[config.mk]
export PLATFORM = sky130hd
export DESIGN_NAME = ghrp_div
export DESIGN_NICKNAME = d
export VERILOG_FILES = /design/src/rtl/ghrp_pkg.sv /design/src/rtl/ghrp_div.sv
export SDC_FILE = /design/constraint.sdc
export NUM_CORES = 2
export LEC_CHECK = 0
export BUFFER_PORTS_ARGS = -buffer_cell sky130_fd_sc_hd__buf_2
export CAP_MARGIN = 20
export CORE_ASPECT_RATIO = 0.6
export CORE_MARGIN = 2
export CORE_UTILIZATION = 30
export DETAILED_ROUTE_END_ITERATION = 10
export PLACE_DENSITY = 0.55
export SLEW_MARGIN = 20
export SYNTH_ARGS = -nofsm -noshare
export SYNTH_HDL_FRONTEND = slang
export SYNTH_SLANG_ARGS = --single-unit
[constraint.sdc]
create_clock -name clk -period 5 [get_ports clk]
set_clock_uncertainty 0.15 [all_clocks]
set_input_delay 1 -clock clk [delete_from_list [all_inputs] [get_ports clk]]
set_output_delay 1 -clock clk [all_outputs]
set_load 0.01 [all_outputs]
[src/rtl/ghrp_pkg.sv]
`default_nettype none
// ----------------------------------------------------------------------------
// ghrp_pkg: shared types and constants for the gizmo handle ray picker
// Holds distance type, sideband bundle, register indexes and pick codes.
// ----------------------------------------------------------------------------
package ghrp_pkg;

	localparam int FRAC_BITS_DEF = 16;
	localparam int COORD_W       = 32;
	localparam int REG_W         = 24;
	localparam int IDX_W         = 8;
	// bound minus origin never exceeds 34 bits of magnitude
	localparam int DIFF_W        = 35;
	localparam int DIV_STEPS     = 31;
	// prep register, one register per quotient bit, saturation register
	localparam int DIV_LAT       = DIV_STEPS + 2;

	localparam logic [IDX_W-1:0] REG_AXIS_LENGTH = 8'd0;
	localparam logic [IDX_W-1:0] REG_HALF_SIZE   = 8'd1;

	localparam logic [1:0] PICK_NONE = 2'd0;
	localparam logic [1:0] PICK_X    = 2'd1;
	localparam logic [1:0] PICK_Y    = 2'd2;
	localparam logic [1:0] PICK_Z    = 2'd3;

	localparam logic signed [31:0] T_MAX = 32'sh7FFF_FFFF;
	localparam logic signed [31:0] T_MIN = 32'sh8000_0000;

	typedef logic signed [31:0] dist_t;

	// per axis: direction is zero, origin inside off-axis slab, inside on-axis slab
	typedef struct packed {
		logic [2:0] dz;
		logic [2:0] in_off;
		logic [2:0] in_on;
	} side_t;

endpackage
`default_nettype wire

[src/rtl/ghrp_div.sv]
`default_nettype none
// ----------------------------------------------------------------------------
// ghrp_div: pipelined saturating fixed point divider
// Computes (num << FRAC_BITS) / den truncated toward zero, saturated to 32 bits.
// ----------------------------------------------------------------------------
module ghrp_div #(
	parameter int FRAC_BITS = ghrp_pkg::FRAC_BITS_DEF
) (
	input  wire                                     clk,
	input  wire                                     en,
	input  wire logic signed [ghrp_pkg::DIFF_W-1:0] num,
	input  wire logic signed [31:0]                 den,
	output ghrp_pkg::dist_t                         quo
);
	import ghrp_pkg::*;

	localparam int NW   = DIFF_W + FRAC_BITS;
	localparam int HI_W = NW - DIV_STEPS;

	logic [DIFF_W-1:0] nmag;
	logic [NW-1:0]     nfull;
	logic [31:0]       dmag;
	logic [HI_W-1:0]   nhi;

	logic [31:0] rem_s [DIV_STEPS+1];
	logic [30:0] low_s [DIV_STEPS+1];
	logic [30:0] q_s   [DIV_STEPS+1];
	logic [31:0] dm_s  [DIV_STEPS+1];
	logic        neg_s [DIV_STEPS+1];
	logic        ovf_s [DIV_STEPS+1];
	dist_t       quo_q;

	always_comb begin
		nmag  = num[DIFF_W-1] ? DIFF_W'(-num) : DIFF_W'(num);
		nfull = {nmag, {FRAC_BITS{1'b0}}};
		dmag  = den[31] ? 32'(-den) : 32'(den);
		nhi   = nfull[NW-1:DIV_STEPS];
	end

	// prep: magnitudes, sign and overflow check
	always_ff @(posedge clk) begin
		if (en) begin
			rem_s[0] <= 32'(nhi);
			low_s[0] <= nfull[30:0];
			q_s[0]   <= '0;
			dm_s[0]  <= dmag;
			neg_s[0] <= num[DIFF_W-1] ^ den[31];
			ovf_s[0] <= 33'(nhi) >= {1'b0, dmag};
		end
	end

	// one restoring step per stage
	for (genvar j = 0; j < DIV_STEPS; j++) begin : g_step
		logic [32:0] rem2;
		logic [32:0] sub;
		logic        ge;
		always_comb begin
			rem2 = {rem_s[j], low_s[j][30]};
			sub  = rem2 - {1'b0, dm_s[j]};
			ge   = rem2 >= {1'b0, dm_s[j]};
		end
		always_ff @(posedge clk) begin
			if (en) begin
				rem_s[j+1] <= ge ? sub[31:0] : rem2[31:0];
				low_s[j+1] <= {low_s[j][29:0], 1'b0};
				q_s[j+1]   <= {q_s[j][29:0], ge};
				dm_s[j+1]  <= dm_s[j];
				neg_s[j+1] <= neg_s[j];
				ovf_s[j+1] <= ovf_s[j];
			end
		end
	end

	// apply sign and saturate
	always_ff @(posedge clk) begin
		if (en) begin
			if (ovf_s[DIV_STEPS]) begin
				quo_q <= neg_s[DIV_STEPS] ? T_MIN : T_MAX;
			end else begin
				quo_q <= neg_s[DIV_STEPS] ? -$signed({1'b0, q_s[DIV_STEPS]})
				                          : $signed({1'b0, q_s[DIV_STEPS]});
			end
		end
	end

	assign quo = quo_q;

endmodule
`default_nettype wire

* After elaboration in Yosys (flattened, before gate mapping)
Memory sizes are Yosys's and may differ from the RTL's. Index checks and enable logic that the tools add are counted.
Word-level totals: bits of input ports 69, register bits after elaboration 32, output and inout bits 32, bits in writable memories 4064, logic and storage cells 112, memories kept 6
Memories:
- dm_s | words 32, bits a word 32, rd ports 31, clocked after Yosys merged registers in 0, wr ports 32, line ghrp_div.sv:28 | logic [31:0] dm_s [DIV_STEPS+1];
- rem_s | words 32, bits a word 32, rd ports 31, clocked after Yosys merged registers in 0, wr ports 32, line ghrp_div.sv:25 | logic [31:0] rem_s [DIV_STEPS+1];
- q_s | words 32, bits a word 31, rd ports 32, clocked after Yosys merged registers in 0, wr ports 32, line ghrp_div.sv:27 | logic [30:0] q_s [DIV_STEPS+1];
- low_s | words 32, bits a word 30, rd ports 31, clocked after Yosys merged registers in 0, wr ports 32, line ghrp_div.sv:26 | logic [30:0] low_s [DIV_STEPS+1];
- neg_s | words 32, bits a word 1, rd ports 32, clocked after Yosys merged registers in 0, wr ports 32, line ghrp_div.sv:29 | logic neg_s [DIV_STEPS+1];
- ovf_s | words 32, bits a word 1, rd ports 32, clocked after Yosys merged registers in 0, wr ports 32, line ghrp_div.sv:30 | logic ovf_s [DIV_STEPS+1];
Operators by class: muxes and demuxes 38, $lt $le $gt $ge 32, $add $sub $neg 34, bitwise gates (word level) 1
Operator list (number):
- 2-to-1 mux 32 bit | 35
- >= comparator 33 x 32 -> 1 bit | 31
- subtractor 32 bit | 31
- 2-to-1 mux 35 bit | 1
- negator 35 bit | 1
- >= comparator 20 x 32 -> 1 bit | 1
- negator 31 -> 32 bit | 1
- negator 32 bit | 1
- 2-to-1 mux 1 bit | 2
- bitwise XOR 1 bit | 1

* Longest topological paths before layout
An unclocked memory read counts as a cell.
word-level depth 4, mapped depth 17, depth with buffers taken out 17

* Least setup slack after synthesis
No wires, ideal clock.
kind in2reg, start in num[11] (netlist bit), end mem ovf_s[0][0] (data pin), path buffers 0, arrival time 4539 ps, path slack 120 ps, stages on the path 12, setup time 190 ps, required time 4660 ps, cells stage by stage or4_1 or4_1 or4_1 or2_2 nand2b_4 o31ai_1 xnor2_1 ha_1 nand4_1 or3_1 a31o_2 a2111oi_2
RTL lines:
- start, declared | line ghrp_div.sv:11 | input wire logic signed [ghrp_pkg::DIFF_W-1:0] num,
- end, declared | line ghrp_div.sv:30

==> impl_metrics.json <==
{
  "status": "finished, final reports clean",
  "first_iter_violations": 9938,
  "path_class": "in -> reg",
  "htreeDepth": 4,
  "synthSimpleGateAreaFrac_pct": 9.036,
  "regToRegStartpoint": "dm_s[1][1]",
  "tightest_slew_ns": 1.135,
  "end_kind": "flop",
  "synth_xor_xnor_area_share_pct": 5.023,
  "dp_hpwl_um": 274500,
  "worstPathRequired_ns": 5.55,
  "place_area_um2": 155300,
  "setup_viol": 0,
  "rr_endpoint": "rem_s[0][170]",
  "synthTopCellsByCount": "edfxtp_1, inv_1, a21oi_1, ha_1, nor2_1",
  "wire_per_inst_um": 18.57,
  "max_stage_delay_ns": 0.57,
  "synth_warnings": 0,
  "whs_path_depth": 1,
  "gp_congestion": 0.9127,
  "drive_gt1_share_pct": 9.112,
  "fmax_mhz": 216.1,
  "coreArea_um2": 484100,
  "dr.pass1.iters": 6,
  "ir_worst_vdd_uv": 321.8,
  "finalCritPeriodShare_pct": 92.56,
  "ios": 101,
  "worstRegToRegCells": 13,
  "hold_viol": 0,
  "via_per_inst": 4.930,
  "row_count": 198,
  "grt_pass1_vias": 87600,
  "cts_hold_buf": 0,
  "cp_common_cell": "or4_1",
  "cts_tree": "built",
  "arrival_ns": 5.18,
  "synthCells": 12530,
  "ys_top_cells_by_area": "edfxtp_1, ha_1, a21oi_1",
  "synthArstFlopShare_pct": 0,
  "synth_compound_area_share_pct": 14.15,
  "grt_pass1_wl_um": 546100,
  "wl_um": 361400,
  "synth-adder-area-share_pct": 9.033,
  "regArea_um2": 80600,
  "synth_edf_count": 2684,
  "drv_slew": 0,
  "start_kind": "input port",
  "clk_pin_slew_ns": 0.07,
  "ys_seq_elements": 2684,
  "min_path_type": "in -> reg",
  "antenna_found_initial": 15,
  "multi_input_area_um2": 59380,
  "synth-main-ff-cell": "edfxtp_1",
  "p_leak_nw": 64.26,
  "yosysMostFrequentCell": "edfxtp_1",
  "initial_utilization_pct": 30.07,
  "synth_top_area_cell": "edfxtp_1",
  "crit_path_top_delay_cell": "or4_1",
  "synth_top_area_share_pct": 55.36,
  "postSynthAreaPerCell_um2": 11.62,
  "holdCritStartpoint": "den[0]",
  "num-fill-cells": 48060,
  "syn-cell-area_um2": 145600,
  "die_area_um2": 491100,
  "slew_headroom_pct": 23.73,
  "synth_seq_area_share_pct": 55.36,
  "power_density_nw_per_um2": 622.5,
  "holdPathEnd": "dm_s[0][0]",
  "port_buffers": 100,
  "period_minus_slack_ns": 4.628,
  "muxShareOfSynthArea_pct": 3.340,
  "syn_nets": 13630,
  "via_count": 95980,
  "cts_sinks": 2684,
  "grt_overflow": 0,
  "path_cells": "buf_2, or4_1, or4_1, or4_1, or2_2, nand2_1, xnor2_1, ha_1, nand4_1, o21ai_0, a21o_1, a211oi_1, or3_1, a31o_2, a2111oi_2",
  "cts_setup_buffers": 0,
  "stdcell_area_um2": 162900,
  "cp_max_fo": 3,
  "max-cap-violations": 0,
  "ys_types": 101,
  "utilization_pct": 33.64,
  "grt_start_max_net_pins": 145,
  "cts.repair.resized": 0,
  "drcViolationCount": 0,
  "cts_buffers": 238,
  "die_x_um": 903.3,
  "nNetsFinal": 13880,
  "cts-root-buf": "clkbuf_16",
  "grt_usage_pct": 14.16,
  "grt_setup_unrepaired": "no",
  "ant_nets": 0,
  "synth_top_family_by_area": "compound AO/OA/AOI/OAI gates",
  "die_h_um": 543.6,
  "r2r_slack_ns": 0.41,
  "clock_latency_ns": 0.93,
  "cts_max_path_buffers": 4,
  "fin_hold_ws_ns": 0.1746,
  "areaGrowthSynthToFinish_pct": 11.86
}
[worst max-delay path, delay by kind of cell]
| family | cells | cell delay [ns] |
|---|---|---|
| xor+xnor | 1 | 0.09 |
| compound gates | 5 | 1.05 |
| fa+ha+maj | 1 | 0.31 |
| buf+inv | 1 | 0.10 |
| simple gates | 7 | 2.62 |
[per-layer routing]
layer  vias to the layer above  track usage [%]  part of all wire [%]  wire, µm
met2                      2711            17.85                    36    131300
met3                       292            4.144                   9.6     34540
li1                      46670                -                     -         -
met4                         4            1.926                   1.1      4099
met5                         -                0                0.0086        31
met1                     46300            23.46                    53    191500
[per-stage QoR]
| step | cells | total power [W] | worst slack, ns | setup TNS [ns] |
|---|---|---|---|---|
| global placement | 19040 | 0.08203 | -0.5162 | -0.5162 |
| finish | 19470 | 0.1014 | 0.3722 | 0 |
| floorplan | 12530 | 0.06904 | 0.1205 | 0 |
| CTS | 19460 | 0.1014 | 0.4653 | 0 |
| global route | 19460 | 0.1084 | 0.1800 | 0 |
| detailed placement | 19040 | 0.08221 | -0.5031 | -0.5031 |
[power breakdown]
group	switching, W	internal (W)	total [W]
clock	0.00860	0.0100	0.0186
sequential	0.00381	0.0327	0.0365
combinational	0.0261	0.0202	0.0463
[flip-flops by register name (all words and copies together), names as in the netlist]
name and count:
ovf_s 32, quo 32, low_s 120, rem_s 980
dm_s 992, neg_s 32, q_s 496
[logic make-up (layout without fill, tap and decap cells)]
| logic type | after synthesis | after routing |
|---|---|---|
| DFF | 2684 | 2684 |
| AOI/OAI and AO/OA | 3253 | 3253 |
| muxes | 435 | 435 |
| adders and majority gates | 1033 | 1033 |
| xor gates and xnor gates | 835 | 835 |
| buffers and inverters | 1545 | 1978 |
| and+or+nand+nor | 2743 | 2743 |
| other | 0 | 6 |
[how the worst max path moves through the flow]
stage / startpoint / end / cells past startpoint
after floorplan: num[11] / ovf_s[0][0] / 12
after global placement: num[11] / ovf_s[0][0] / 15
after detailed placement: num[11] / ovf_s[0][0] / 15
after CTS: num[11] / ovf_s[0][0] / 15
after global routing: num[11] / ovf_s[0][0] / 15
final: num[11] / ovf_s[0][0] / 15
[cell usage in the layout, fill, tap and decap left out, types with 88 or more instances in the layout]
| master | count |
|---|---|
| edfxtp_1 | 2684 |
| inv_1 | 1263 |
| a21oi_1 | 1012 |
| ha_1 | 1003 |
| nor2_1 | 788 |
| nand2_1 | 753 |
| o21ai_0 | 714 |
| xnor2_1 | 531 |
| a21o_1 | 516 |
| mux2_2 | 405 |
| xor2_1 | 304 |
| clkbuf_16 | 241 |
| nand3_1 | 186 |
| o21a_1 | 172 |
| nand4_1 | 159 |
| buf_4 | 151 |
| nor3_1 | 143 |
| nor2b_1 | 130 |
| nand2b_1 | 127 |
| and3_1 | 100 |
| buf_2 | 99 |
| a31oi_1 | 92 |
| o21bai_1 | 88 |
[final cells by class]
| type | count | area share [%] |
|---|---|---|
| Antenna cell | 6 | 0.009220 |
| Clock buffer | 283 | 3.800 |
| Clock inverter | 141 | 0.8390 |
| Inverter | 1264 | 2.913 |
| Multi-Input combinational cell | 8299 | 36.46 |
| Sequential cell | 2684 | 49.49 |
| Tap cell | 6500 | 4.994 |
| Timing Repair Buffer | 290 | 1.492 |
No activity file was read; power rests on OpenSTA's default activity.
