<file path="config.mk">
export PLATFORM = sky130hd
export DESIGN_NAME = ghrp_select
export DESIGN_NICKNAME = d
export VERILOG_FILES = /design/src/rtl/ghrp_pkg.sv /design/src/rtl/ghrp_select.sv
export SDC_FILE = /design/constraint.sdc
export NUM_CORES = 2
export LEC_CHECK = 0
export BUFFER_PORTS_ARGS = -buffer_cell sky130_fd_sc_hd__buf_2
export CAP_MARGIN = 20
export CORE_ASPECT_RATIO = 1.2
export CORE_MARGIN = 8
export CORE_UTILIZATION = 40
export CTS_CLUSTER_DIAMETER = 200
export DETAILED_ROUTE_END_ITERATION = 7
export MAX_ROUTING_LAYER = met4
export SYNTH_ARGS = -nofsm -noshare
export SYNTH_HDL_FRONTEND = slang
export SYNTH_SLANG_ARGS = --single-unit
</file>
<file path="constraint.sdc">
create_clock -name clk -period 8.1 [get_ports clk]
set_clock_uncertainty 0.1 [all_clocks]
set_input_delay 0.81 -clock clk [delete_from_list [all_inputs] [get_ports clk]]
set_output_delay 0.81 -clock clk [all_outputs]
set_load 0.02 [all_outputs]
</file>
<file path="src/rtl/ghrp_pkg.sv">
`default_nettype none
// ----------------------------------------------------------------------------
// ghrp_pkg: shared types and constants for the gizmo handle ray picker
// Holds distance type, sideband bundle, register indexes and pick codes.
// ----------------------------------------------------------------------------
package ghrp_pkg;

	localparam int FRAC_BITS_DEF = 16;
	localparam int COORD_W       = 32;
	localparam int REG_W         = 24;
	localparam int IDX_W         = 8;
	// bound minus origin never exceeds 34 bits of magnitude
	localparam int DIFF_W        = 35;
	localparam int DIV_STEPS     = 31;
	// prep register, one register per quotient bit, saturation register
	localparam int DIV_LAT       = DIV_STEPS + 2;

	localparam logic [IDX_W-1:0] REG_AXIS_LENGTH = 8'd0;
	localparam logic [IDX_W-1:0] REG_HALF_SIZE   = 8'd1;

	localparam logic [1:0] PICK_NONE = 2'd0;
	localparam logic [1:0] PICK_X    = 2'd1;
	localparam logic [1:0] PICK_Y    = 2'd2;
	localparam logic [1:0] PICK_Z    = 2'd3;

	localparam logic signed [31:0] T_MAX = 32'sh7FFF_FFFF;
	localparam logic signed [31:0] T_MIN = 32'sh8000_0000;

	typedef logic signed [31:0] dist_t;

	// per axis: direction is zero, origin inside off-axis slab, inside on-axis slab
	typedef struct packed {
		logic [2:0] dz;
		logic [2:0] in_off;
		logic [2:0] in_on;
	} side_t;

endpackage
`default_nettype wire

</file>
<file path="src/rtl/ghrp_select.sv">
`default_nettype none
// ----------------------------------------------------------------------------
// ghrp_select: slab interval per handle box and nearest-hit selection
// Three register stages; the last one is the output register.
// ----------------------------------------------------------------------------
module ghrp_select (
	input  wire                    clk,
	input  wire                    arst_n,
	input  wire                    en,
	input  wire                    in_vld,
	input  ghrp_pkg::side_t        side,
	input  ghrp_pkg::dist_t        t [3][4],
	output logic                   out_vld,
	output logic [1:0]             pick
);
	import ghrp_pkg::*;

	dist_t lo_s1 [3][3];
	dist_t hi_s1 [3][3];
	side_t side_s1;
	logic  vld_s1;

	dist_t ent_s2 [3];
	logic  hit_s2 [3];
	logic  vld_s2;

	logic       vld_q;
	logic [1:0] pick_q;

	dist_t lo_c [3][3];
	dist_t hi_c [3][3];
	dist_t ent_c [3];
	logic  hit_c [3];
	logic [1:0] pick_c;

	// order both slab distances of each box axis
	always_comb begin
		for (int a = 0; a < 3; a++) begin
			for (int i = 0; i < 3; i++) begin
				dist_t ta;
				dist_t tb;
				ta = (i == a) ? t[i][2] : t[i][0];
				tb = (i == a) ? t[i][3] : t[i][1];
				lo_c[a][i] = (ta > tb) ? tb : ta;
				hi_c[a][i] = (ta > tb) ? ta : tb;
			end
		end
	end

	always_ff @(posedge clk or negedge arst_n) begin
		if (!arst_n) begin
			vld_s1 <= 1'b0;
			vld_s2 <= 1'b0;
			vld_q  <= 1'b0;
		end else if (en) begin
			vld_s1 <= in_vld;
			vld_s2 <= vld_s1;
			vld_q  <= vld_s2;
		end
	end

	always_ff @(posedge clk) begin
		if (en) begin
			lo_s1   <= lo_c;
			hi_s1   <= hi_c;
			side_s1 <= side;
		end
	end

	// narrow the interval; a parallel axis only checks the origin
	always_comb begin
		for (int a = 0; a < 3; a++) begin
			dist_t en_t;
			dist_t ex_t;
			logic  ok;
			en_t = '0;
			ex_t = T_MAX;
			ok   = 1'b1;
			for (int i = 0; i < 3; i++) begin
				if (side_s1.dz[i]) begin
					ok = ok & ((i == a) ? side_s1.in_on[i] : side_s1.in_off[i]);
				end else begin
					if (lo_s1[a][i] > en_t) en_t = lo_s1[a][i];
					if (hi_s1[a][i] < ex_t) ex_t = hi_s1[a][i];
				end
			end
			ent_c[a] = en_t;
			hit_c[a] = ok && (en_t <= ex_t);
		end
	end

	always_ff @(posedge clk) begin
		if (en) begin
			ent_s2 <= ent_c;
			hit_s2 <= hit_c;
		end
	end

	// strictly nearer wins, so ties stay with the lower axis
	always_comb begin
		dist_t best;
		best   = '0;
		pick_c = PICK_NONE;
		if (hit_s2[0]) begin
			pick_c = PICK_X;
			best   = ent_s2[0];
		end
		if (hit_s2[1] && (pick_c == PICK_NONE || ent_s2[1] < best)) begin
			pick_c = PICK_Y;
			best   = ent_s2[1];
		end
		if (hit_s2[2] && (pick_c == PICK_NONE || ent_s2[2] < best)) begin
			pick_c = PICK_Z;
		end
	end

	always_ff @(posedge clk) begin
		if (en) begin
			pick_q <= pick_c;
		end
	end

	assign out_vld = vld_q;
	assign pick    = pick_q;

endmodule
`default_nettype wire

</file>
# After elaboration in Yosys (flattened, before gate mapping)
# Index checks and enable logic that the tools add are counted.
[totals]
inputBits = 397
output_inout_bits = 3
elab_cells = 123
ff_bits = 497
[classes]
n_reduce_logical = 9
bitwise = 6
n_lt_le_gt_ge = 27
n_mux = 56
[ops]
columns = ["cell", "n"]
rows = [
  ["32-bit two-way mux", 46],
  ["32-bit greater-than comparator", 12],
  ["32-bit < comparator", 8],
  ["32-bit less-or-equal comparator", 3],
  ["32-bit by 1-bit greater-than comparator with 1-bit output (second input constant)", 2],
  ["32-bit < comparator (second input constant)", 2],
  ["1-bit two-way mux", 9],
  ["1-bit AND", 6],
  ["1-bit logical AND", 5],
  ["2-bit zero test", 2],
  ["1-bit logical OR", 2],
  ["2-bit two-way mux", 1],
]

# Logic depth before layout (Yosys ltp)
[logic_depth]
depth_word = 11
depth_mapped = 40
ltp_nobuf = 35

# Worst setup path after synthesis
# No wires, ideal clock.
[synth_timing]
kind = "reg-to-reg"
startpoint = "register hi_s1[95] in the netlist's numbering"
endpoint = "register hit_s2[0] in the netlist's numbering (data pin)"
setup_ns = 0.167
period_less_slack_ns = 8.309
path_stages_with_launch = 37
required_ns = 7.833
path_buffers = 4
setup_slack_ns = -0.209
arrival_time_ns = 8.042
path_cell_list = "edfxtp_1 nand4b_1 or4_1 o21ai_0 clkbuf_1 nor2_1 ha_1 and3_2 and4_4 a221oi_2 nand3_2 mux2_4 or2_2 clkbuf_1 clkbuf_1 nor2_1 a21oi_1 ha_1 nand4_1 o211ai_1 o211ai_1 and2_2 o41a_2 or4_4 a21oi_2 buf_6 mux2_4 ha_1 a21o_1 a21o_1 a21o_1 a21o_1 a21oi_1 o21ai_0 nor2_1 mux2_2 a211oi_1"
[synth_lines]
columns = ["item", "line_no", "rtl"]
rows = [
  ["from (decl)", "ghrp_select.sv:19", "dist_t hi_s1 [3][3];"],
  ["from (signal assigned)", "ghrp_select.sv:65", "hi_s1 <= hi_c;"],
  ["to (signal assigned)", "ghrp_select.sv:95", "hit_s2 <= hit_c;"],
  ["to (decl)", "ghrp_select.sv:24", "logic hit_s2 [3];"],
]

==> report_table.html <==
<table>
<tr><th>Metric</th><th>Value</th></tr>
<tr><th colspan="2">Status</th></tr>
<tr><td>Outcome</td><td>finished, violations left</td></tr>
<tr><td>Violated checks</td><td>negative setup slack</td></tr>
<tr><th colspan="2">STA</th></tr>
<tr><td>Remaining max-slew budget at the tightest pin</td><td>18.8%</td></tr>
<tr><td>Final setup fails</td><td>3</td></tr>
<tr><td>Count of endpoints failing hold in the final timing report</td><td>0</td></tr>
<tr><td>Final critical delay including setup and external delays</td><td>8.51 ns</td></tr>
<tr><td>Final worst path period share</td><td>105%</td></tr>
<tr><td>Final-report max-slew violation count</td><td>0</td></tr>
<tr><td>Achievable frequency</td><td>roughly 0.12 GHz</td></tr>
<tr><td>Least setup slack across all paths after layout</td><td>-0.411 ns</td></tr>
<tr><td>Setup repair after global routing missed its margin</td><td>true</td></tr>
<tr><td>Transition at the pin with the smallest max-transition slack</td><td>around 1.2 ns</td></tr>
<tr><th colspan="2">Worst setup path</th></tr>
<tr><td>Startpoint type of the worst setup path</td><td>register</td></tr>
<tr><td>Largest delay contributor family on the critical path</td><td>simple AND/OR/NAND/NOR gates</td></tr>
<tr><td>Reg2reg setup slack</td><td>-0.41 ns</td></tr>
<tr><td>Largest driver fanout on the critical path</td><td>29</td></tr>
<tr><td>Category of the worst setup path capture point</td><td>register</td></tr>
<tr><td>Buffer and inverter count on the worst path</td><td>7</td></tr>
<tr><td>Crit-path max cell delay</td><td>~0.57 ns</td></tr>
<tr><td>Master of the slowest instance on the critical path</td><td>or4_4</td></tr>
<tr><td>Type of the worst setup path</td><td>register to register</td></tr>
<tr><td>Arrival time worst endpoint</td><td>slightly below 9 ns</td></tr>
<tr><td>Endpoint required time on the critical path</td><td>~8.5 ns</td></tr>
<tr><th colspan="2">Synth</th></tr>
<tr><td>Number of register bits inferred by synthesis</td><td>497</td></tr>
<tr><td>Average size of a mapped cell</td><td>10.3 um2</td></tr>
<tr><td>Top_reg_cell synth</td><td>edfxtp_1</td></tr>
<tr><td>Post-synthesis instance total</td><td>4171</td></tr>
<tr><td>FFs w/ async S/R, synth</td><td>0.604%</td></tr>
<tr><td>Top cell type by total area after synthesis</td><td>edfxtp_1</td></tr>
<tr><td>Synth area leaders</td><td>edfxtp_1 35%, ha_1 21%, mux2_2 12%</td></tr>
<tr><td>Most numerous cell in the Yosys netlist</td><td>ha_1</td></tr>
<tr><td>Fraction of the mapped netlist area in simple logic gates</td><td>10.4%</td></tr>
<tr><td>Number of synthesized flops with an enable pin</td><td>slightly below 500</td></tr>
<tr><td>Dominant combinational cell family by area after synthesis</td><td>adder cells</td></tr>
<tr><td>Multiplexer area fraction after synthesis</td><td>roughly 15%</td></tr>
<tr><td>Number of library cell types mapped by synthesis</td><td>81</td></tr>
<tr><td>Syn Std Cell Area</td><td>43000 um2</td></tr>
<tr><td>Sequential-to-total area share from yosys stat</td><td>34.7%</td></tr>
<tr><td>Area share of xor/xnor cells in the synthesized design</td><td>less than 1%</td></tr>
<tr><td>Arithmetic-cell share of the synthesized area counting full adders, half adders and majority gates</td><td>21.2%</td></tr>
<tr><td>Portion of synthesized cell area occupied by the leading cell type</td><td>roughly 35%</td></tr>
<tr><td>Compound-gate portion of the synthesized area</td><td>between 10% and 20%</td></tr>
<tr><td>Leading post-synthesis cells by instance count</td><td>728 x ha_1, 494 x edfxtp_1, 447 x mux2_2</td></tr>
<tr><td>Warning count from the yosys run</td><td>0</td></tr>
<tr><th colspan="2">Floorplan</th></tr>
<tr><td>DIE AREA</td><td>118000 um2</td></tr>
<tr><td>Cell Rows</td><td>roughly 130</td></tr>
<tr><td>Die width</td><td>315 um</td></tr>
<tr><td>Area of the placeable core</td><td>106000 um2</td></tr>
<tr><td>Number of ports placed on the die boundary</td><td>400</td></tr>
<tr><td>Die height</td><td>375 um</td></tr>
<tr><td>Starting density of the core</td><td>40.4%</td></tr>
<tr><th colspan="2">Global routing</th></tr>
<tr><td>Via count of the first global-routing pass</td><td>slightly below 40k</td></tr>
<tr><td>Maximum number of pins on one net before global-route repair</td><td>about 180</td></tr>
<tr><td>Wire length of the first global-routing pass</td><td>260000 um</td></tr>
<tr><td>Global-route usage over all layers</td><td>31.0%</td></tr>
<tr><td>Initial antenna violation count</td><td>9</td></tr>
<tr><td>Overflow after GRT</td><td>0</td></tr>
<tr><th colspan="2">Clock network</th></tr>
<tr><td>Clock Sinks</td><td>497</td></tr>
<tr><td>Worst-skew pair later-pin latency</td><td>around 0.66 ns</td></tr>
<tr><td>Clock tree buffer depth</td><td>3</td></tr>
<tr><td>Total clock buffers created by CTS</td><td>53</td></tr>
<tr><td>Level count of the clock H-tree</td><td>2</td></tr>
<tr><td>Clock tree from TritonCTS</td><td>yes</td></tr>
<tr><td>Register clock-pin slew on the reported worst setup and hold paths</td><td>0.07 ns</td></tr>
<tr><td>Clock root buffer master</td><td>clkbuf_16</td></tr>
<tr><th colspan="2">Power and ir drop</th></tr>
<tr><td>IR drop worst, VDD</td><td>0.166 mV</td></tr>
<tr><td>Pwr dens</td><td>231 nW/um2</td></tr>
<tr><td>Static power due to leakage</td><td>0.0262 uW</td></tr>
<tr><td>Total power consumption of the routed design</td><td>13200 uW</td></tr>
<tr><th colspan="2">Routing</th></tr>
<tr><td>Average via count per standard cell</td><td>5.66</td></tr>
<tr><td>Detailed-route DRC error count</td><td>0</td></tr>
<tr><td>Number of detailed-route iterations in the first pass</td><td>5</td></tr>
<tr><td>Via count</td><td>38.6k</td></tr>
<tr><td>Drt wl/cell</td><td>26.9 um</td></tr>
<tr><td>DRC marker count from the first detailed-route iteration</td><td>about 3.4k</td></tr>
<tr><td>Final Routed Wirelength</td><td>183000 um</td></tr>
<tr><td>Remaining antenna violation count after routing</td><td>0</td></tr>
<tr><th colspan="2">Flow run</th></tr>
<tr><td>Count of max-cap constraint violations</td><td>0</td></tr>
<tr><th colspan="2">Min path</th></tr>
<tr><td>Class of the most critical hold timing path</td><td>input port to register</td></tr>
<tr><th colspan="2">Cells and area</th></tr>
<tr><td>Final instance area</td><td>57100 um2</td></tr>
<tr><td>Final net count</td><td>about 6.5k</td></tr>
<tr><td>Area growth from synthesis to layout</td><td>32.8%</td></tr>
<tr><td>Fraction of layout instances using a drive strength above 1</td><td>39.0%</td></tr>
<tr><th colspan="2">Placed design</th></tr>
<tr><td>GP Congestion</td><td>1.09</td></tr>
<tr><td>Placement Cell Area</td><td>52800 um2</td></tr>
<tr><td>Number of I/O port buffers</td><td>399</td></tr>
<tr><td>Placed wire-length estimate</td><td>153000 um</td></tr>
</table>
power breakdown:
part	internal (uW)	total, uW	switching [uW]
sequential	3320	3780	459
clock	1400	2490	1090
combinational	3400	6920	3520
total	8120	13200	5070
area by class of cell:
class                           instances  area, um2
Clock inverter                         39        388
Multi-Input combinational cell       3162      27800
Sequential cell                       497      14900
Antenna cell                           10       25.0
Clock buffer                           61       1360
Inverter                              381       1430
Timing Repair Buffer                 1285       9450
Tap cell                             1396       1750
Fill cell                            9524      49300
worst reg2reg max path, delay by kind of cell (launching register included):
family | cells | cell delay [ns]
simple gates | 14 | 2.66
buf+inv | 7 | 1.04
mux | 3 | 0.96
compound gates | 12 | 2.25
flops | 1 | 0.40
fa+ha+maj | 3 | 0.93
metal layers:
metal,GRT usage [%],wire (um)
met3,5.43,12900
met5,-,0
met4,19.3,14500
met1,35.9,71100
met2,49.9,85000
kinds of logic after synthesis:
family / Yosys count
adder cells (fa/ha/maj): 728
AO/OA/AOI/OAI: 916
flip-flops: 497
other: 1
buffers and inverters: 514
multiplexers: 592
AND/OR/NAND/NOR: 920
XOR/XNOR: 3
worst paths after layout:
check                                    start                   end  cells after the start
setup reg to reg           hi_s1[68]$_DFFE_PP_   hit_s2[0]$_DFFE_PP_                     39
hold reg to reg             vld_s1$_DFFE_PN0P_    vld_s2$_DFFE_PN0P_                      1
max in group asynchronous               arst_n   out_vld$_DFFE_PN0P_                      2
min in group asynchronous               arst_n    vld_s1$_DFFE_PN0P_                      2
hold / removal                         side[4]  side_s1[4]$_DFFE_PP_                      1
setup / recovery           hi_s1[68]$_DFFE_PP_   hit_s2[0]$_DFFE_PP_                     39
metrics by stage:
step | instances | hold slack, ns | TNS (ns) | util [%] | setup slack (ns)
3_5_place_dp | 6651 | 0.392 | -2.54 | 49.6 | -0.950
2_1_floorplan | 4173 | 0.375 | -0.0357 | - | -0.0357
6_report | 6831 | 0.233 | -0.734 | 53.6 | -0.411
5_1_grt | 6829 | 0.219 | -1.62 | 53.6 | -0.667
4_1_cts | 6808 | 0.195 | -0.251 | 53.1 | -0.251
3_3_place_gp | 6651 | 0.385 | -2.29 | 49.6 | -0.991
flip-flops by register name (all words and copies together) (netlist names):
| signal | count |
|---|---|
| lo_s1 | 192 |
| vld_s2 | 1 |
| pick | 2 |
| out_vld | 1 |
| vld_s1 | 1 |
| hi_s1 | 192 |
| hit_s2 | 3 |
| side_s1 | 9 |
| ent_s2 | 96 |
what timing repair did:
item,CTS,global route
resized for setup,308,91
endpoints found under the hold margin,3,0
gates cloned,13,0
endpoints found under the setup margin,3,3
hold buffers,1,0
pin swaps,106,63
setup buffers,49,16
layout by cell type (no fill, tap or decap), types with 22 or more instances in the layout:
| cell type | synthesis | layout |
|---|---|---|
| a21o_1 | 144 | 144 |
| buf_12 | 0 | 37 |
| nor2b_1 | 34 | 34 |
| nand3_1 | 53 | 48 |
| edfxtp_1 | 494 | 494 |
| o21ai_1 | 1 | 24 |
| ha_1 | 728 | 706 |
| buf_6 | 3 | 30 |
| mux2_2 | 447 | 444 |
| nor3_1 | 45 | 32 |
| o21ai_0 | 147 | 120 |
| nand4_1 | 138 | 138 |
| o21bai_1 | 38 | 33 |
| mux2_4 | 31 | 35 |
| clkbuf_16 | 0 | 53 |
| a21boi_0 | 36 | 25 |
| nand2_1 | 204 | 201 |
| buf_2 | 16 | 399 |
| a21oi_1 | 302 | 253 |
| o211ai_1 | 22 | 22 |
| o21a_1 | 31 | 30 |
| buf_4 | 0 | 801 |
| o31a_1 | 33 | 33 |
| nor2_1 | 304 | 280 |
| mux2i_1 | 104 | 86 |
| inv_1 | 381 | 370 |
| and2_1 | 35 | 29 |
| a21oi_2 | 1 | 42 |
(Power assumes the default switching activity.)
